File: config.mk
export PLATFORM = sky130hd
export DESIGN_NAME = modular_exponentiation_unit_top
export DESIGN_NICKNAME = d
export VERILOG_FILES = /design/src/mexp_pkg.sv /design/src/mexp_mulmod.sv /design/src/modular_exponentiation_unit_top.sv
export SDC_FILE = /design/constraint.sdc
export NUM_CORES = 1
export LEC_CHECK = 0
export ABC_CLOCK_PERIOD_IN_PS = 6500
export BUFFER_PORTS_ARGS = -buffer_cell sky130_fd_sc_hd__buf_2
export CAP_MARGIN = 20
export CORE_MARGIN = 1.5
export CORE_UTILIZATION = 45
export CTS_CLUSTER_SIZE = 20
export DETAILED_ROUTE_END_ITERATION = 10
export SYNTH_ARGS = -nofsm -noshare
export SYNTH_HDL_FRONTEND = slang
export SYNTH_SLANG_ARGS = --single-unit
File: constraint.sdc
create_clock -name aclk -period 6.5 [get_ports aclk]
set_input_delay 1.3 -clock aclk [delete_from_list [all_inputs] [get_ports aclk]]
set_output_delay 1.3 -clock aclk [all_outputs]
set_load 0.01 [all_outputs]
File: src/mexp_pkg.sv
`default_nettype none

package mexp_pkg;

    // Width of base, exponent, modulus and result
    localparam int OPERAND_BITS = 31;

    // Bit counter width: indexes 0 .. OPERAND_BITS-1
    localparam int CNT_BITS = $clog2(OPERAND_BITS);

    typedef logic [OPERAND_BITS-1:0] operand_t;
    typedef logic [CNT_BITS-1:0]     bit_cnt_t;

endpackage

`default_nettype wire

File: src/mexp_mulmod.sv
`default_nettype none

// Bit-serial interleaved modular multiply: p = (a * b) mod m.
// Scans b from its top bit, one bit per MM_DBL/MM_ADD state pair.
// Needs a <= m and m nonzero.
module mexp_mulmod
    import mexp_pkg::*;
(
    input  wire      aclk,
    input  wire      aresetn,
    input  wire      start,
    input  operand_t a,
    input  operand_t b,
    input  operand_t m,
    output logic     done,
    output operand_t p
);

    typedef enum logic [1:0] {
        MM_IDLE,
        MM_DBL,
        MM_ADD
    } mm_state_t;

    mm_state_t state_reg;
    logic      done_reg;
    operand_t  r_reg;
    operand_t  a_reg;
    operand_t  b_reg;
    operand_t  m_reg;
    bit_cnt_t  cnt_reg;

    logic [OPERAND_BITS:0] dbl_sum;
    logic [OPERAND_BITS:0] add_sum;
    logic [OPERAND_BITS:0] sum;
    logic [OPERAND_BITS:0] m_ext;
    operand_t              r_next;

    always_comb begin
        m_ext   = {1'b0, m_reg};
        dbl_sum = {r_reg, 1'b0};
        add_sum = {1'b0, r_reg} + (b_reg[OPERAND_BITS-1] ? {1'b0, a_reg} : '0);
        sum     = (state_reg == MM_DBL) ? dbl_sum : add_sum;
        // Partial result stays below 2m, so one conditional subtract reduces it
        if (sum >= m_ext) begin
            r_next = OPERAND_BITS'(sum - m_ext);
        end else begin
            r_next = sum[OPERAND_BITS-1:0];
        end
    end

    always_ff @(posedge aclk) begin
        if (!aresetn) begin
            state_reg <= MM_IDLE;
            done_reg  <= 1'b0;
            cnt_reg   <= '0;
        end else begin
            done_reg <= 1'b0;
            case (state_reg)
                MM_IDLE: begin
                    if (start) begin
                        r_reg     <= '0;
                        a_reg     <= a;
                        b_reg     <= b;
                        m_reg     <= m;
                        cnt_reg   <= '0;
                        state_reg <= MM_DBL;
                    end
                end
                MM_DBL: begin
                    r_reg     <= r_next;
                    state_reg <= MM_ADD;
                end
                MM_ADD: begin
                    r_reg <= r_next;
                    b_reg <= {b_reg[OPERAND_BITS-2:0], 1'b0};
                    if (cnt_reg == CNT_BITS'(OPERAND_BITS - 1)) begin
                        done_reg  <= 1'b1;
                        state_reg <= MM_IDLE;
                    end else begin
                        cnt_reg   <= cnt_reg + 1'b1;
                        state_reg <= MM_DBL;
                    end
                end
                default: begin
                    state_reg <= MM_IDLE;
                end
            endcase
        end
    end

    assign done = done_reg;
    assign p    = r_reg;

endmodule

`default_nettype wire

File: src/modular_exponentiation_unit_top.sv
// Channel   Direction  Handshake           Payload
// s_        in         s_valid / s_ready   s_base, s_exponent
// m_        out        m_valid / m_ready   m_power
// cfg_      in         cfg_we (no wait)    cfg_wdata (modulus)
//
// A request, once accepted, first reduces the base with one multiplier pass, then
// steps through 31 exponent bits with one pass each of the bit-serial multipliers
// (two running side by side for square and multiply), then loads the result.
// s_ready is high only when idle, so the next request waits until that result is loaded.
// Reset (synchronous, aresetn low) sets the modulus to 2 and empties the block.
// A finished result waits in the output register; a new request is taken
// meanwhile, and the block only stalls at its end if that result is still held.
`default_nettype none

module modular_exponentiation_unit_top
    import mexp_pkg::*;
(
    input  wire                    aclk,
    input  wire                    aresetn,
    input  wire                    cfg_we,
    input  wire [OPERAND_BITS-1:0] cfg_wdata,
    input  wire                    s_valid,
    output logic                   s_ready,
    input  wire [OPERAND_BITS-1:0] s_base,
    input  wire [OPERAND_BITS-1:0] s_exponent,
    output logic                   m_valid,
    input  wire                    m_ready,
    output logic [OPERAND_BITS-1:0] m_power
);

    typedef enum logic [1:0] {
        ST_IDLE,
        ST_RED,
        ST_LOOP,
        ST_OUT
    } state_t;

    state_t   state_reg;
    operand_t modulus_reg;
    operand_t base_reg;
    operand_t exp_reg;
    operand_t acc_reg;
    operand_t sq_reg;
    bit_cnt_t bit_cnt_reg;
    logic     start_reg;
    logic     m_valid_reg;
    operand_t m_power_reg;

    operand_t mul0_a;
    operand_t mul0_b;
    logic     mul0_done;
    logic     mul1_done;
    operand_t mul0_p;
    operand_t mul1_p;

    // Reduction pass multiplies the base by one; the loop multiplies acc by sq
    assign mul0_a = (state_reg == ST_RED) ? operand_t'(1) : acc_reg;
    assign mul0_b = (state_reg == ST_RED) ? base_reg : sq_reg;

    mexp_mulmod u_mul_acc (
        .aclk    (aclk),
        .aresetn (aresetn),
        .start   (start_reg),
        .a       (mul0_a),
        .b       (mul0_b),
        .m       (modulus_reg),
        .done    (mul0_done),
        .p       (mul0_p)
    );

    mexp_mulmod u_mul_sq (
        .aclk    (aclk),
        .aresetn (aresetn),
        .start   (start_reg && (state_reg == ST_LOOP)),
        .a       (sq_reg),
        .b       (sq_reg),
        .m       (modulus_reg),
        .done    (mul1_done),
        .p       (mul1_p)
    );

    always_ff @(posedge aclk) begin
        if (!aresetn) begin
            state_reg   <= ST_IDLE;
            modulus_reg <= operand_t'(2);
            start_reg   <= 1'b0;
            m_valid_reg <= 1'b0;
            bit_cnt_reg <= '0;
        end else begin
            start_reg <= 1'b0;
            if (cfg_we) begin
                modulus_reg <= cfg_wdata;
            end
            // ST_OUT reloads the output register itself
            if (m_valid_reg && m_ready && (state_reg != ST_OUT)) begin
                m_valid_reg <= 1'b0;
            end
            case (state_reg)
                ST_IDLE: begin
                    if (s_valid) begin
                        base_reg  <= s_base;
                        exp_reg   <= s_exponent;
                        start_reg <= 1'b1;
                        state_reg <= ST_RED;
                    end
                end
                ST_RED: begin
                    if (mul0_done) begin
                        sq_reg      <= mul0_p;
                        acc_reg     <= (modulus_reg == operand_t'(1)) ? '0 : operand_t'(1);
                        bit_cnt_reg <= '0;
                        start_reg   <= 1'b1;
                        state_reg   <= ST_LOOP;
                    end
                end
                ST_LOOP: begin
                    if (mul0_done) begin
                        if (exp_reg[0]) begin
                            acc_reg <= mul0_p;
                        end
                        sq_reg  <= mul1_p;
                        exp_reg <= exp_reg >> 1;
                        if (bit_cnt_reg == CNT_BITS'(OPERAND_BITS - 1)) begin
                            state_reg <= ST_OUT;
                        end else begin
                            bit_cnt_reg <= bit_cnt_reg + 1'b1;
                            start_reg   <= 1'b1;
                        end
                    end
                end
                ST_OUT: begin
                    // Hold until the output register is free
                    if (!m_valid_reg || m_ready) begin
                        m_valid_reg <= 1'b1;
                        m_power_reg <= (modulus_reg == '0) ? '0 : acc_reg;
                        state_reg   <= ST_IDLE;
                    end
                end
                default: begin
                    state_reg <= ST_IDLE;
                end
            endcase
        end
    end

    assign s_ready = (state_reg == ST_IDLE);
    assign m_valid = m_valid_reg;
    assign m_power = m_power_reg;

`ifndef SYNTHESIS
    a_mul_lockstep: assert property (@(posedge aclk) disable iff (!aresetn)
        (state_reg == ST_LOOP) |-> (mul0_done == mul1_done))
        else $error("square and multiply units out of step");

    a_acc_reduced: assert property (@(posedge aclk) disable iff (!aresetn)
        (state_reg == ST_LOOP && modulus_reg > operand_t'(1)) |->
            (acc_reg < modulus_reg && sq_reg < modulus_reg))
        else $error("accumulator or square not reduced");

    a_power_reduced: assert property (@(posedge aclk) disable iff (!aresetn)
        (m_valid && modulus_reg != '0) |-> (m_power < modulus_reg))
        else $error("result not below modulus");

    a_start_once: assert property (@(posedge aclk) disable iff (!aresetn)
        start_reg |=> !start_reg)
        else $error("multiplier start held for two cycles");
`endif

endmodule

`default_nettype wire

==> After elaboration in Yosys (flattened, before gate mapping) <==
Index checks and enable logic that the tools add are counted.
{ "word_totals": {"ff_bits": 458, "inputBits": 98} }
{ "op_classes": {"addsub": 7, "magnitude_cmp": 2, "eq_ne": 23, "n_mux": 57, "reduce_logical": 33} }
{ "ops": {"columns": ["cell", "count"], "rows": [
  ["2-to-1 mux 31 bit", 16],
  ["case mux 31 bit (2 select lines)", 7],
  ["adder 31 x 32 -> 32 bit", 2],
  [">= comparator 32 x 31 -> 1 bit", 2],
  ["2-to-1 mux 32 bit", 2],
  ["subtractor 31 bit", 2],
  ["2-to-1 mux 5 bit", 7],
  ["== test 31 x 1 -> 1 bit, second input constant", 1],
  ["logical NOT 31 bit", 1],
  ["case mux 5 bit (2 select lines)", 3],
  ["AND reduction 3 bit", 10],
  ["inequality test 2 bit, second input constant", 8],
  ["adder 5 x 1 -> 5 bit, second input constant", 3],
  ["== test 5 bit, second input constant", 3],
  ["2-to-1 mux 2 bit", 7],
  ["case mux 2 bit (3 select lines)", 2],
  ["AND reduction 4 bit", 3],
  ["nonzero test 2 bit", 6],
  ["2-to-1 mux 1 bit", 11],
  ["AND reduction 5 bit", 2],
  ["== test 2 bit, second input constant", 4],
  ["inequality test 2 x 1 -> 1 bit, second input constant", 4],
  ["case mux 2 bit (4 select lines)", 1],
  ["== test 2 x 1 -> 1 bit, second input constant", 3],
  ["other kinds (7)", 12]
]} }

==> Longest topological paths before layout <==
Gate-level depths: netlist of run 1.
{ "logic_depth": {"word_depth": 6, "mapped_depth": 24, "mapped_depth_nobuf": 21} }

==> Hierarchy <==
Synthesis of run 1 repeated with hierarchy kept, for this count alone.
{ "unflattened": {"hier_cells": 2357, "hier_area_um2": 26251.4} }
{ "by_module_without_submodules": {"columns": ["mod", "instances", "cells_per_inst", "area_per_inst_um2", "seq_area_each_um2"], "rows": [
  ["mexp_mulmod (u_mul_acc)", 1, 935, 9212.6, 3883.7],
  ["mexp_mulmod (u_mul_sq)", 1, 874, 8913.5, 3883.7],
  ["modular_exponentiation_unit_top", 1, 548, 8125.3, 5455.2]
]} }

==> Worst setup path after synthesis of run 1 <==
Ideal clock, no wire load.
{ "synth_timing": {"path_type": "register to register", "from": "reg u_mul_sq.b_reg[30]", "to": "reg u_mul_sq.r_reg[17], in the netlist u_mul_sq.p[17] (data pin)", "t_arrival_ns": 5.326, "t_required_ns": 6.228, "slack_ns": 0.902, "path_stages_with_launch": 22, "cell_sequence": "edfxtp_1 clkbuf_1 and2_1 fa_1 a211oi_1 o21ai_0 a221oi_1 a21oi_1 o21ba_2 xnor2_1 o21ai_0 ha_1 a21o_1 o21a_1 a311o_1 a221o_1 a31oi_4 a31oi_2 a2111o_1 buf_2 o221ai_1 o311ai_1"} }
{ "synth_via": {"elab_chain_len": 6, "elab_cells_between_ends": 7, "cone_classes": "add/sub: 2; order compare: 1; mux: 4"} }
{ "synth_lines": {"columns": ["item", "line", "source"], "rows": [
  ["start: declaration", "mexp_mulmod.sv:29", "operand_t b_reg;"],
  ["start signal: assignment", "mexp_mulmod.sv:76", "b_reg <= {b_reg[OPERAND_BITS-2:0], 1'b0};"],
  ["2-to-1 mux 31 bit *", "mexp_mulmod.sv:42", "add_sum = {1'b0, r_reg} + (b_reg[OPERAND_BITS-1] ? {1'b0, a_reg} : '0);"],
  ["adder 31 x 32 -> 32 bit *", "mexp_mulmod.sv:42", null],
  ["2-to-1 mux 32 bit *", "mexp_mulmod.sv:43", "sum = (state_reg == MM_DBL) ? dbl_sum : add_sum;"],
  ["subtractor 31 bit / >= comparator 32 x 31 -> 1 bit (equally long branches)", "mexp_mulmod.sv:46, mexp_mulmod.sv:45", null],
  ["2-to-1 mux 31 bit *", "mexp_mulmod.sv:45", "if (sum >= m_ext) begin"],
  ["case mux 31 bit (2 select lines) *", "mexp_mulmod.sv:59", "case (state_reg)"],
  ["end signal: assignment", "mexp_mulmod.sv:71", "r_reg <= r_next;"],
  ["end signal: assignment", "mexp_mulmod.sv:75", "r_reg <= r_next;"],
  ["end: declaration", "mexp_mulmod.sv:27", "operand_t r_reg;"]
]} }
Mark *: on every way between the ends. The rest lies on a longest branch, timed or not.
A chain may end at the register's enable or synchronous reset.

==> Worst setup path in the final report of run 1 <==
{ "layout_timing": {"from": "reg u_mul_sq.b_reg[30]", "to": "reg u_mul_sq.r_reg[28], in the netlist u_mul_sq.p[28] (data pin)"} }
Same word-level chain as after synthesis.

==> results of run 1 <==
[path summary, 6_finish.rpt]
| path | start | endpoint | slack (ns) | cells past startpoint |
|---|---|---|---|---|
| max | u_mul_sq.b_reg[30] | u_mul_sq.p[28] | 0.41 | 21 |
| min | sq_reg[4] | u_mul_sq.a_reg[4] | 0.51 | 0 |
| max reg2reg | u_mul_sq.b_reg[30] | u_mul_sq.p[28] | 0.41 | 21 |
| min reg2reg | sq_reg[4] | u_mul_sq.a_reg[4] | 0.51 | 0 |
[power by group through the flow]
stage | Sequential (mW) | Combinational [mW] | Clock, mW
6_report | 3.78 | 3.72 | 2.87
5_1_grt | 3.80 | 4.11 | 3.03
4_1_cts | 3.78 | 3.67 | 2.93
3_5_place_dp | 3.84 | 3.64 | 0
3_3_place_gp | 3.84 | 3.61 | 0
2_1_floorplan | 3.74 | 2.65 | 0
[repair_timing]
action	4_1_cts	5_1_grt
buffers inserted	0	1
endpoints found under the setup margin	0	31
gates resized for setup	0	12
hold buffers	0	0
[area by class of cell]
class,instances,share of cell area (%)
clock inverters,29,0.881
repair buffers,176,3.59
well taps,756,3.23
inverters,115,1.48
clock buffers,65,4.82
multi-input cells,1729,40.9
flip-flops and latches,458,45.1
[cells by family (layout without fill, tap and decap cells)]
group / count (synthesis) / count (layout) / synth area share [%]
adders and majority gates: 146 / 146 / 7.17
muxes: 160 / 160 / 6.63
buffers and inverters: 222 / 385 / 3.31
xor gates and xnor gates: 93 / 93 / 3.15
DFF: 458 / 458 / 51.0
AOI/OAI and AO/OA: 612 / 612 / 14.7
and+or+nand+nor: 718 / 718 / 14.1
[routing by layer]
metal | global-route usage, % | vias to the layer above
li1 | - | 9121
met1 | 36.3 | 8876
met2 | 33.8 | 584
met3 | 3.25 | 110
met4 | 9.26 | 0
met5 | 0 | -
[cells in the final DEF (no fill, tap or decap), drive strengths merged, types with 7 or more instances in the layout]
cell type / instances
nor3: 37
xor2: 44
clkbuf: 65
nor2b: 86
mux2: 93
and4: 9
and3: 18
dfxtp: 55
and2: 105
o2bb2ai: 7
a21oi: 179
ha: 142
buf: 176
or2: 9
nand2: 163
o21bai: 22
o21ai: 199
a31oi: 15
nand3: 76
clkinv: 18
mux2i: 67
o211ai: 12
edfxtp: 403
inv: 117
xnor2: 49
nor2: 139
a21o: 49
a211oi: 19
nand2b: 17
o31ai: 8
nand4: 30
o21a: 19
nor4: 11
[Yosys cell counts, drive strengths merged (6+ instances only)]
master / number / area share, %
a21o: 49 / 1.4
a31oi: 15 / 0.44
o21a: 19 / 0.55
nor2b: 86 / 2.1
nor2: 139 / 2.0
nor3: 37 / 0.76
inv: 113 / 1.6
buf: 19 / 0.37
and3: 18 / 0.43
nand4: 30 / 0.72
o211ai: 12 / 0.35
mux2i: 67 / 2.6
or3: 6 / 0.14
mux2: 93 / 4.0
nand2: 163 / 2.4
clkbuf: 88 / 1.3
o2bb2ai: 7 / 0.24
o22ai: 6 / 0.14
a211oi: 19 / 0.55
o21bai: 22 / 0.64
o31ai: 8 / 0.23
nand3: 76 / 1.5
and2: 105 / 2.5
nor4: 11 / 0.27
edfxtp: 403 / 47
nand2b: 17 / 0.41
a21oi: 179 / 3.5
ha: 142 / 6.9
xor2: 44 / 1.5
and4: 9 / 0.30
o21ai: 199 / 3.8
xnor2: 49 / 1.7
or2: 9 / 0.22
a311oi: 6 / 0.20
dfxtp: 55 / 4.3
[stage by stage]
stage               power, mW  setup TNS, ns  cells  utilization (%)
floorplan                6.39              0   2409                -
global placement         7.45              0   3231             48.6
detailed placement       7.48              0   3231             48.6
CTS                      10.4              0   3325             51.6
global route             10.9      -0.000477   3328             51.7
finish                   10.4              0   3328             51.7
==> results.toml, run 1 <==
[status]
status = "completed"

[detailed_routing]
drt-total-wl_mm = 70.5
drt_iter0_drc = 1529
ant_nets = 0
drc_errors = 0
wl_per_cell_um = 21.2
num_vias = 18700
drt_first_pass_iters = 5
dr_wl_met3_mm = 4.49
maxUsedRoutingLayer = "met4"
wl_met2_mm = 28.8
vias_per_cell = 5.62
wl_met1_mm = 34.5

[sta]
setup_ws_ns = 0.408
maxSlewViolCount = 0
finalHoldViolCount = 0
fin_crit_sh_pct = 93.7
setup_viol = 0
max-slew-margin-rel_pct = 30.7
tightest_slew_ns = 1.03
timing.fmax_ghz = 0.164
hold_ws_ns = 0.505
layout_min_cycle_time_ns = 6.09
skew_ns = 0.0334

[cells_and_area]
nFillCells = 5124
multi_input_area_mm2 = 0.0120
final_nets = 2775
layout-drive-gt1-share_pct = 15.5
stdcell_area_mm2 = 0.0293
area_growth_pct = 13.0
diodes = 0
seqCellArea_mm2 = 0.0132

[placement]
place.gp.congestion = 0.916
dp_slack_ns = 0.123
placement.cell_area_mm2 = 0.0275
io_buffers = 130
dp_hpwl_mm = 53.0

[worst_setup_path]
crit_fanout = 30
crit_arrival_ns = 6.42
required_ns = 6.83
criticalPathCategory = "reg2reg"
worst_path_max_delay_cell = "fa_1"
cp_top_family = "compound AO/OA/AOI/OAI gates"
end_kind = "register"
crit_chain = "buf_4 > and2_1 > fa_1 > a211oi_1 > o21ai_1 > a221oi_2 > a21oi_2 > o21ba_2 > xnor2_1 > o21ai_1 > ha_1 > a21o_1 > o21a_1 > a311o_1 > a221o_1 > a31oi_4 > a31oi_2 > a2111o_1 > buf_12 > a2111oi_1 > nor3_1"
path_common_cell = "o21ai_1"
critPathLaunchType = "register"
cpPeakStageDelay_ns = 0.46
worst-path-buf-inv = 2

[global_route]
grt_pass1_wl_mm = 108
antenna_found_initial = 0
globalRouteTotalUtil_pct = 23.8
grt_pass1_vias = 18100
grt_overflow = 0
grt_max_degree = 76

[power]
ir_drop_uv = 205
netSwitchingPower_mw = 3.64
comb_power_share_pct = 35.9
clkPwrFrac_pct = 27.7
p_leak_nw = 11.1
netSwitchingFraction_pct = 35.1
p_int_mw = 6.72
power_frac_seq_pct = 36.5
power_density_mw_per_mm2 = 354

[clock_tree]
cts_buffer_depth = 3
cts_tree = "built"
clkSlewWorstSetupHoldPaths_ns = 0.06
insertion_delay_ns = 0.61
cts-root-buf = "clkbuf_16"
clock_sinks = 458
htree_num_levels = 2
cts_made_buffers = 51

[die]
coreArea_mm2 = 0.0566
die_width_um = 243
num_rows = 87
die_height_um = 243
num_io_pins = 131
start_util_pct = 45.7
die-area_mm2 = 0.0590

[logic_synthesis]
async_reset_ff_share_pct = 0
ys_warn_count = 0
syn-instance-count = 2409
netlist_area_mm2 = 0.0259
synth-main-ff-cell = "edfxtp_1"
synth_seq_cells = 458
synth_edf_count = 403
synthesis.nets = 2653
ys_seq_area_share_pct = 51.0
ys_types = 76
synth_area_per_cell_um2 = 10.7

[hold_path]
hold_class = "reg2reg"

[flow_run]
maxCapViolCount = 0
(Power assumes the default switching activity.)
==> run 2, diff against run 1 <==
==> constraint.sdc (replaced) <==
create_clock -name aclk -period 6.5 [get_ports aclk]
set_input_delay 0.65 -clock aclk [delete_from_list [all_inputs] [get_ports aclk]]
set_output_delay 0.65 -clock aclk [all_outputs]
set_load 0.01 [all_outputs]
==> results.toml, run 2 (same netlist as run 1, synthesis figures left out) <==
[hold_path]
hold_class = "in2reg"

[sta]
setup_viol = 0
fin_crit_sh_pct = 94.5
hold_ws_ns = 0.218
tightest_slew_ns = 1.09
setup_ws_ns = 0.360
fin_setup_tns_ns = 0
maxSlewViolCount = 0
layout_min_cycle_time_ns = 6.14
rsz0062_at_grt = "false"
max-slew-margin-rel_pct = 27.1
skew_ns = 0.0239
finalHoldViolCount = 0
timing.fmax_ghz = 0.163

[power]
power_density_mw_per_mm2 = 360
ir_drop_uv = 223
p_leak_nw = 11.1

[die]
die-area_mm2 = 0.0590
die_width_um = 243
die_height_um = 243
start_util_pct = 45.7
coreArea_mm2 = 0.0566
num_io_pins = 131
num_rows = 87

[worst_setup_path]
r2r_slack_ns = 0.36
criticalPathCategory = "reg2reg"
crit_fanout = 30
r2r-end = "u_mul_sq.p[17]"
crit_arrival_ns = 6.46
required_ns = 6.82
crit_start = "u_mul_sq.b_reg[30]"
endpoint = "u_mul_sq.p[17]"
critPathLaunchType = "register"
r2r-start = "u_mul_sq.b_reg[30]"
end_kind = "register"
r2r_cells = 21

[cells_and_area]
final_cell_mix = "edfxtp_1 (403), o21ai_0 (196), a21oi_1 (176)"
area_growth_pct = 13.2
stdcell_count = 3327
post-route-util_pct = 51.8
layout-drive-gt1-share_pct = 15.2
diodes = 0
nFillCells = 5099
final_common_cell = "edfxtp_1"
final_nets = 2773

[flow_run]
maxCapViolCount = 0

[detailed_routing]
num_vias = 18800
ant_nets = 0
vias_per_cell = 5.66
drt_iter0_drc = 1824
drt-total-wl_mm = 70.6
wl_per_cell_um = 21.2
drt_first_pass_iters = 5
drc_errors = 0

[placement]
dp_slack_ns = 0.166
dp_hpwl_mm = 53.1
place.gp.congestion = 0.920
dp.cells = 3230
io_buffers = 130

[clock_tree]
cts-root-buf = "clkbuf_16"
clock_sinks = 458
cts_buffer_depth = 3
hold_buffers = 0
cts_tree = "built"
clkSlewWorstSetupHoldPaths_ns = 0.06
insertion_delay_ns = 0.61
cts_made_buffers = 51
htree_num_levels = 2

[global_route]
globalRouteTotalUtil_pct = 23.8
grt_max_degree = 73
grt_pass1_wl_mm = 108
antenna_found_initial = 2
grt_overflow = 0
grt_pass1_vias = 18100

[status]
status = "completed"
-- run 2: metal layers --
| metal | vias up | global-route usage (%) | part of all wire, % |
|---|---|---|---|
| met5 | - | 0 | 0.0099 |
| met4 | 2 | 9.46 | 3.9 |
| met3 | 111 | 3.54 | 7.0 |
| met2 | 636 | 34.0 | 41 |
| met1 | 8947 | 36.0 | 48 |
| li1 | 9126 | - | - |
-- run 2: stage by stage --
step | area [µm²] | power [mW]
floorplan | 25900 | 6.39
global route | 29300 | 11.1
CTS | 29300 | 10.6
detailed placement | 27500 | 7.47
finish | 29300 | 10.5
global placement | 27500 | 7.44
-- run 2: worst min path at each step --
stage | slack [ns] | cells past startpoint | startpoint | endpoint
after floorplan | 0.44 | 0 | sq_reg[0] | u_mul_sq.a_reg[0]
after global placement | 0.49 | 2 | u_mul_sq.state_reg[1] | u_mul_sq.state_reg[1]
after detailed placement | 0.50 | 0 | sq_reg[6] | u_mul_sq.a_reg[6]
after CTS | 0.18 | 1 | s_base[19] | base_reg[19]
after global routing | 0.20 | 1 | s_base[6] | base_reg[6]
final | 0.22 | 1 | s_base[6] | base_reg[6]
-- run 2: worst max-delay path, cell delays in order, from the launching register on --
cell	delay, ns
edfxtp_1	0.37
buf_4	0.23
and2_1	0.17
ha_1	0.37
o21ai_0	0.18
o21ai_2	0.29
nand3_1	0.15
a31oi_1	0.32
a41oi_1	0.23
xor2_1	0.20
o21ai_0	0.43
ha_1	0.43
and3_1	0.23
o21a_1	0.16
a311o_1	0.35
a221o_1	0.37
a31oi_4	0.22
a31oi_2	0.16
a2111o_1	0.41
buf_4	0.23
o221ai_1	0.21
o311ai_1	0.14
-- run 2: area by class of cell --
cell class	count	area, µm²	share of cell area, %
clock inverters	31	398	1.36
clock buffers	64	1390	4.73
well taps	756	946	3.23
multi-input cells	1729	11900	40.8
repair buffers	174	993	3.39
inverters	115	432	1.47
flip-flops and latches	458	13200	45.0
-- run 2: where the power goes --
group / internal (mW) / leakage (nW) / total (mW) / switching [mW]
logic: 1.45 / 6.09 / 3.70 / 2.25
registers: 3.59 / 4.15 / 3.78 / 0.189
clock network: 1.84 / 0.871 / 3.05 / 1.22
total: 6.88 / 11.1 / 10.5 / 3.66
-- run 2: what timing repair did --
| action | in CTS | in global routing |
|---|---|---|
| hold endpoints to repair | 0 | 0 |
| buffers inserted | 0 | 2 |
| setup endpoints to repair | 0 | 31 |
| gates resized for setup | 0 | 7 |
==> run 3, diff against run 2 <==
--- a/config.mk
+++ b/config.mk
@@ -5,7 +5,6 @@
 export SDC_FILE = /design/constraint.sdc
 export NUM_CORES = 1
 export LEC_CHECK = 0
-export ABC_CLOCK_PERIOD_IN_PS = 6500
 export BUFFER_PORTS_ARGS = -buffer_cell sky130_fd_sc_hd__buf_2
 export CAP_MARGIN = 20
 export CORE_MARGIN = 1.5
@@ -14,4 +13,5 @@
 export DETAILED_ROUTE_END_ITERATION = 10
 export SYNTH_ARGS = -nofsm -noshare
 export SYNTH_HDL_FRONTEND = slang
+export SYNTH_HIERARCHICAL = 1
 export SYNTH_SLANG_ARGS = --single-unit
==> results.toml, run 3 <==
[cells_and_area]
layout-drive-gt1-share_pct = 18.4
final_nets = 2747
final_cell_mix = "edfxtp_1 (403), nand2_1 (172), mux2_2 (157)"
final_common_cell = "edfxtp_1"
area_growth_pct = 13.3
post-route-util_pct = 51.5

[power]
ir_drop_uv = 287
p_leak_nw = 11.3
power_density_mw_per_mm2 = 441

[worst_setup_path]
crit_fanout = 26
cp_top_family = "compound AO/OA/AOI/OAI gates"
end_kind = "register"
worst-path-buf-inv = 2
cpPeakStageDelay_ns = 0.53
crit_arrival_ns = 6.33
critPathLaunchType = "register"
worst_path_max_delay_cell = "edfxtp_1"
criticalPathCategory = "reg2reg"
required_ns = 6.83
crit_chain = "and2_1 > ha_1 > fa_1 > a21oi_1 > o21ai_0 > a31oi_1 > a21oi_1 > a211oi_1 > buf_4 > o21ai_0 > xnor2_1 > a21oi_1 > ha_1 > a211oi_1 > nand2_1 > a31oi_1 > o21ai_0 > nor4_1 > nor3_1 > a2111o_1 > buf_12 > and2_1 > a22o_1"

[hold_path]
hold_class = "in2reg"

[detailed_routing]
wl_per_cell_um = 21.3
drt-total-wl_mm = 70.5
drc_errors = 0
ant_nets = 0
drt_first_pass_iters = 6
vias_per_cell = 5.69
drt_iter0_drc = 1739
num_vias = 18800

[clock_tree]
insertion_delay_ns = 0.61
clkSlewWorstSetupHoldPaths_ns = 0.06
cts_made_buffers = 51
cts-root-buf = "clkbuf_16"
cts_buffer_depth = 3
cts_resized = 0
cts_setup_buffers = 0
hold_buffers = 0
cts_tree = "built"
htree_num_levels = 2
clock_sinks = 458

[global_route]
grt_pass1_wl_mm = 108
antenna_found_initial = 1
grt_pass1_vias = 17900
grt_overflow = 0
grt_max_degree = 66
globalRouteTotalUtil_pct = 23.5

[logic_synthesis]
synthesis.nets = 2601
netlist_area_mm2 = 0.0262
synth_area_per_cell_um2 = 11.1
syn-instance-count = 2355
ys_warn_count = 6

[die]
die_width_um = 244
coreArea_mm2 = 0.0577
num_rows = 88
die-area_mm2 = 0.0597
die_height_um = 244
start_util_pct = 45.5
num_io_pins = 131

[sta]
tightest_slew_ns = 0.984
layout_min_cycle_time_ns = 5.99
fin_setup_tns_ns = 0
timing.fmax_ghz = 0.167
skew_ns = 0.0261
setup_viol = 0
fin_crit_sh_pct = 92.2
maxSlewViolCount = 0
finalHoldViolCount = 0
rsz0062_at_grt = "false"
max-slew-margin-rel_pct = 34.4

[placement]
io_buffers = 130
dp_hpwl_mm = 53.2
place.gp.congestion = 0.943

[flow_run]
maxCapViolCount = 0

[status]
status = "completed"
run 3: final cells by class:
cell class,instances,area [µm²]
Timing Repair Buffer,194,1170
Multi-Input combinational cell,1689,12200
Sequential cell,458,13200
Clock buffer,71,1490
Inverter,107,402
Tap cell,765,957
Fill cell,5144,28000
Clock inverter,24,270
Antenna cell,2,5.00
run 3: path summary, 6_finish.rpt:
kind	from	endpoint	slack (ns)	cells after the start
worst max-delay path	u_mul_sq/b_reg[30]	u_mul_sq/p[29]	0.51	23
worst min-delay path	s_base[6]	base_reg[6]	0.23	1
worst max register to register	u_mul_sq/b_reg[30]	u_mul_sq/p[29]	0.51	23
worst min register to register	sq_reg[3]	u_mul_sq/a_reg[3]	0.50	0
run 3: stage by stage:
| stage | setup WS (ns) | power [mW] | instance area, µm² | hold slack (ns) | std cells |
|---|---|---|---|---|---|
| 2_1_floorplan | 1.29 | 8.18 | 26200 | 0.437 | 2355 |
| 3_3_place_gp | 0.702 | 10.0 | 27900 | 0.483 | 3212 |
| 3_5_place_dp | 0.650 | 10.1 | 27900 | 0.491 | 3212 |
| 4_1_cts | 0.584 | 13.1 | 29700 | 0.187 | 3307 |
| 5_1_grt | 0.135 | 13.9 | 29700 | 0.195 | 3308 |
| 6_report | 0.507 | 13.1 | 29700 | 0.226 | 3310 |
run 3: power by group:
group / internal (mW) / switching, mW
sequential: 3.72 / 0.316
combinational: 2.49 / 3.60
clock: 1.77 / 1.22
total: 7.98 / 5.14
run 3: metal layers:
metal  part of all wire [%]  GRT usage, %  vias up  wire length (µm)
met5                      0             0        -                 0
met2                     41          33.7      577             29100
met3                    5.5          3.16       92              3900
met1                     51          36.6     9122             35800
met4                    2.5          6.63        0              1760
li1                       -             -     9050                 -
run 3: worst reg2reg max path: stages (launching register included):
cell and delay (ns):
edfxtp_1 0.53, and2_1 0.21, ha_1 0.22, fa_1 0.41, a21oi_1 0.23, o21ai_0 0.17, a31oi_1 0.28, a21oi_1 0.18
a211oi_1 0.27, buf_4 0.17, o21ai_0 0.11, xnor2_1 0.26, a21oi_1 0.17, ha_1 0.25, a211oi_1 0.30, nand2_1 0.11
a31oi_1 0.25, o21ai_0 0.16, nor4_1 0.25, nor3_1 0.16, a2111o_1 0.45, buf_12 0.19, and2_1 0.19, a22o_1 0.24
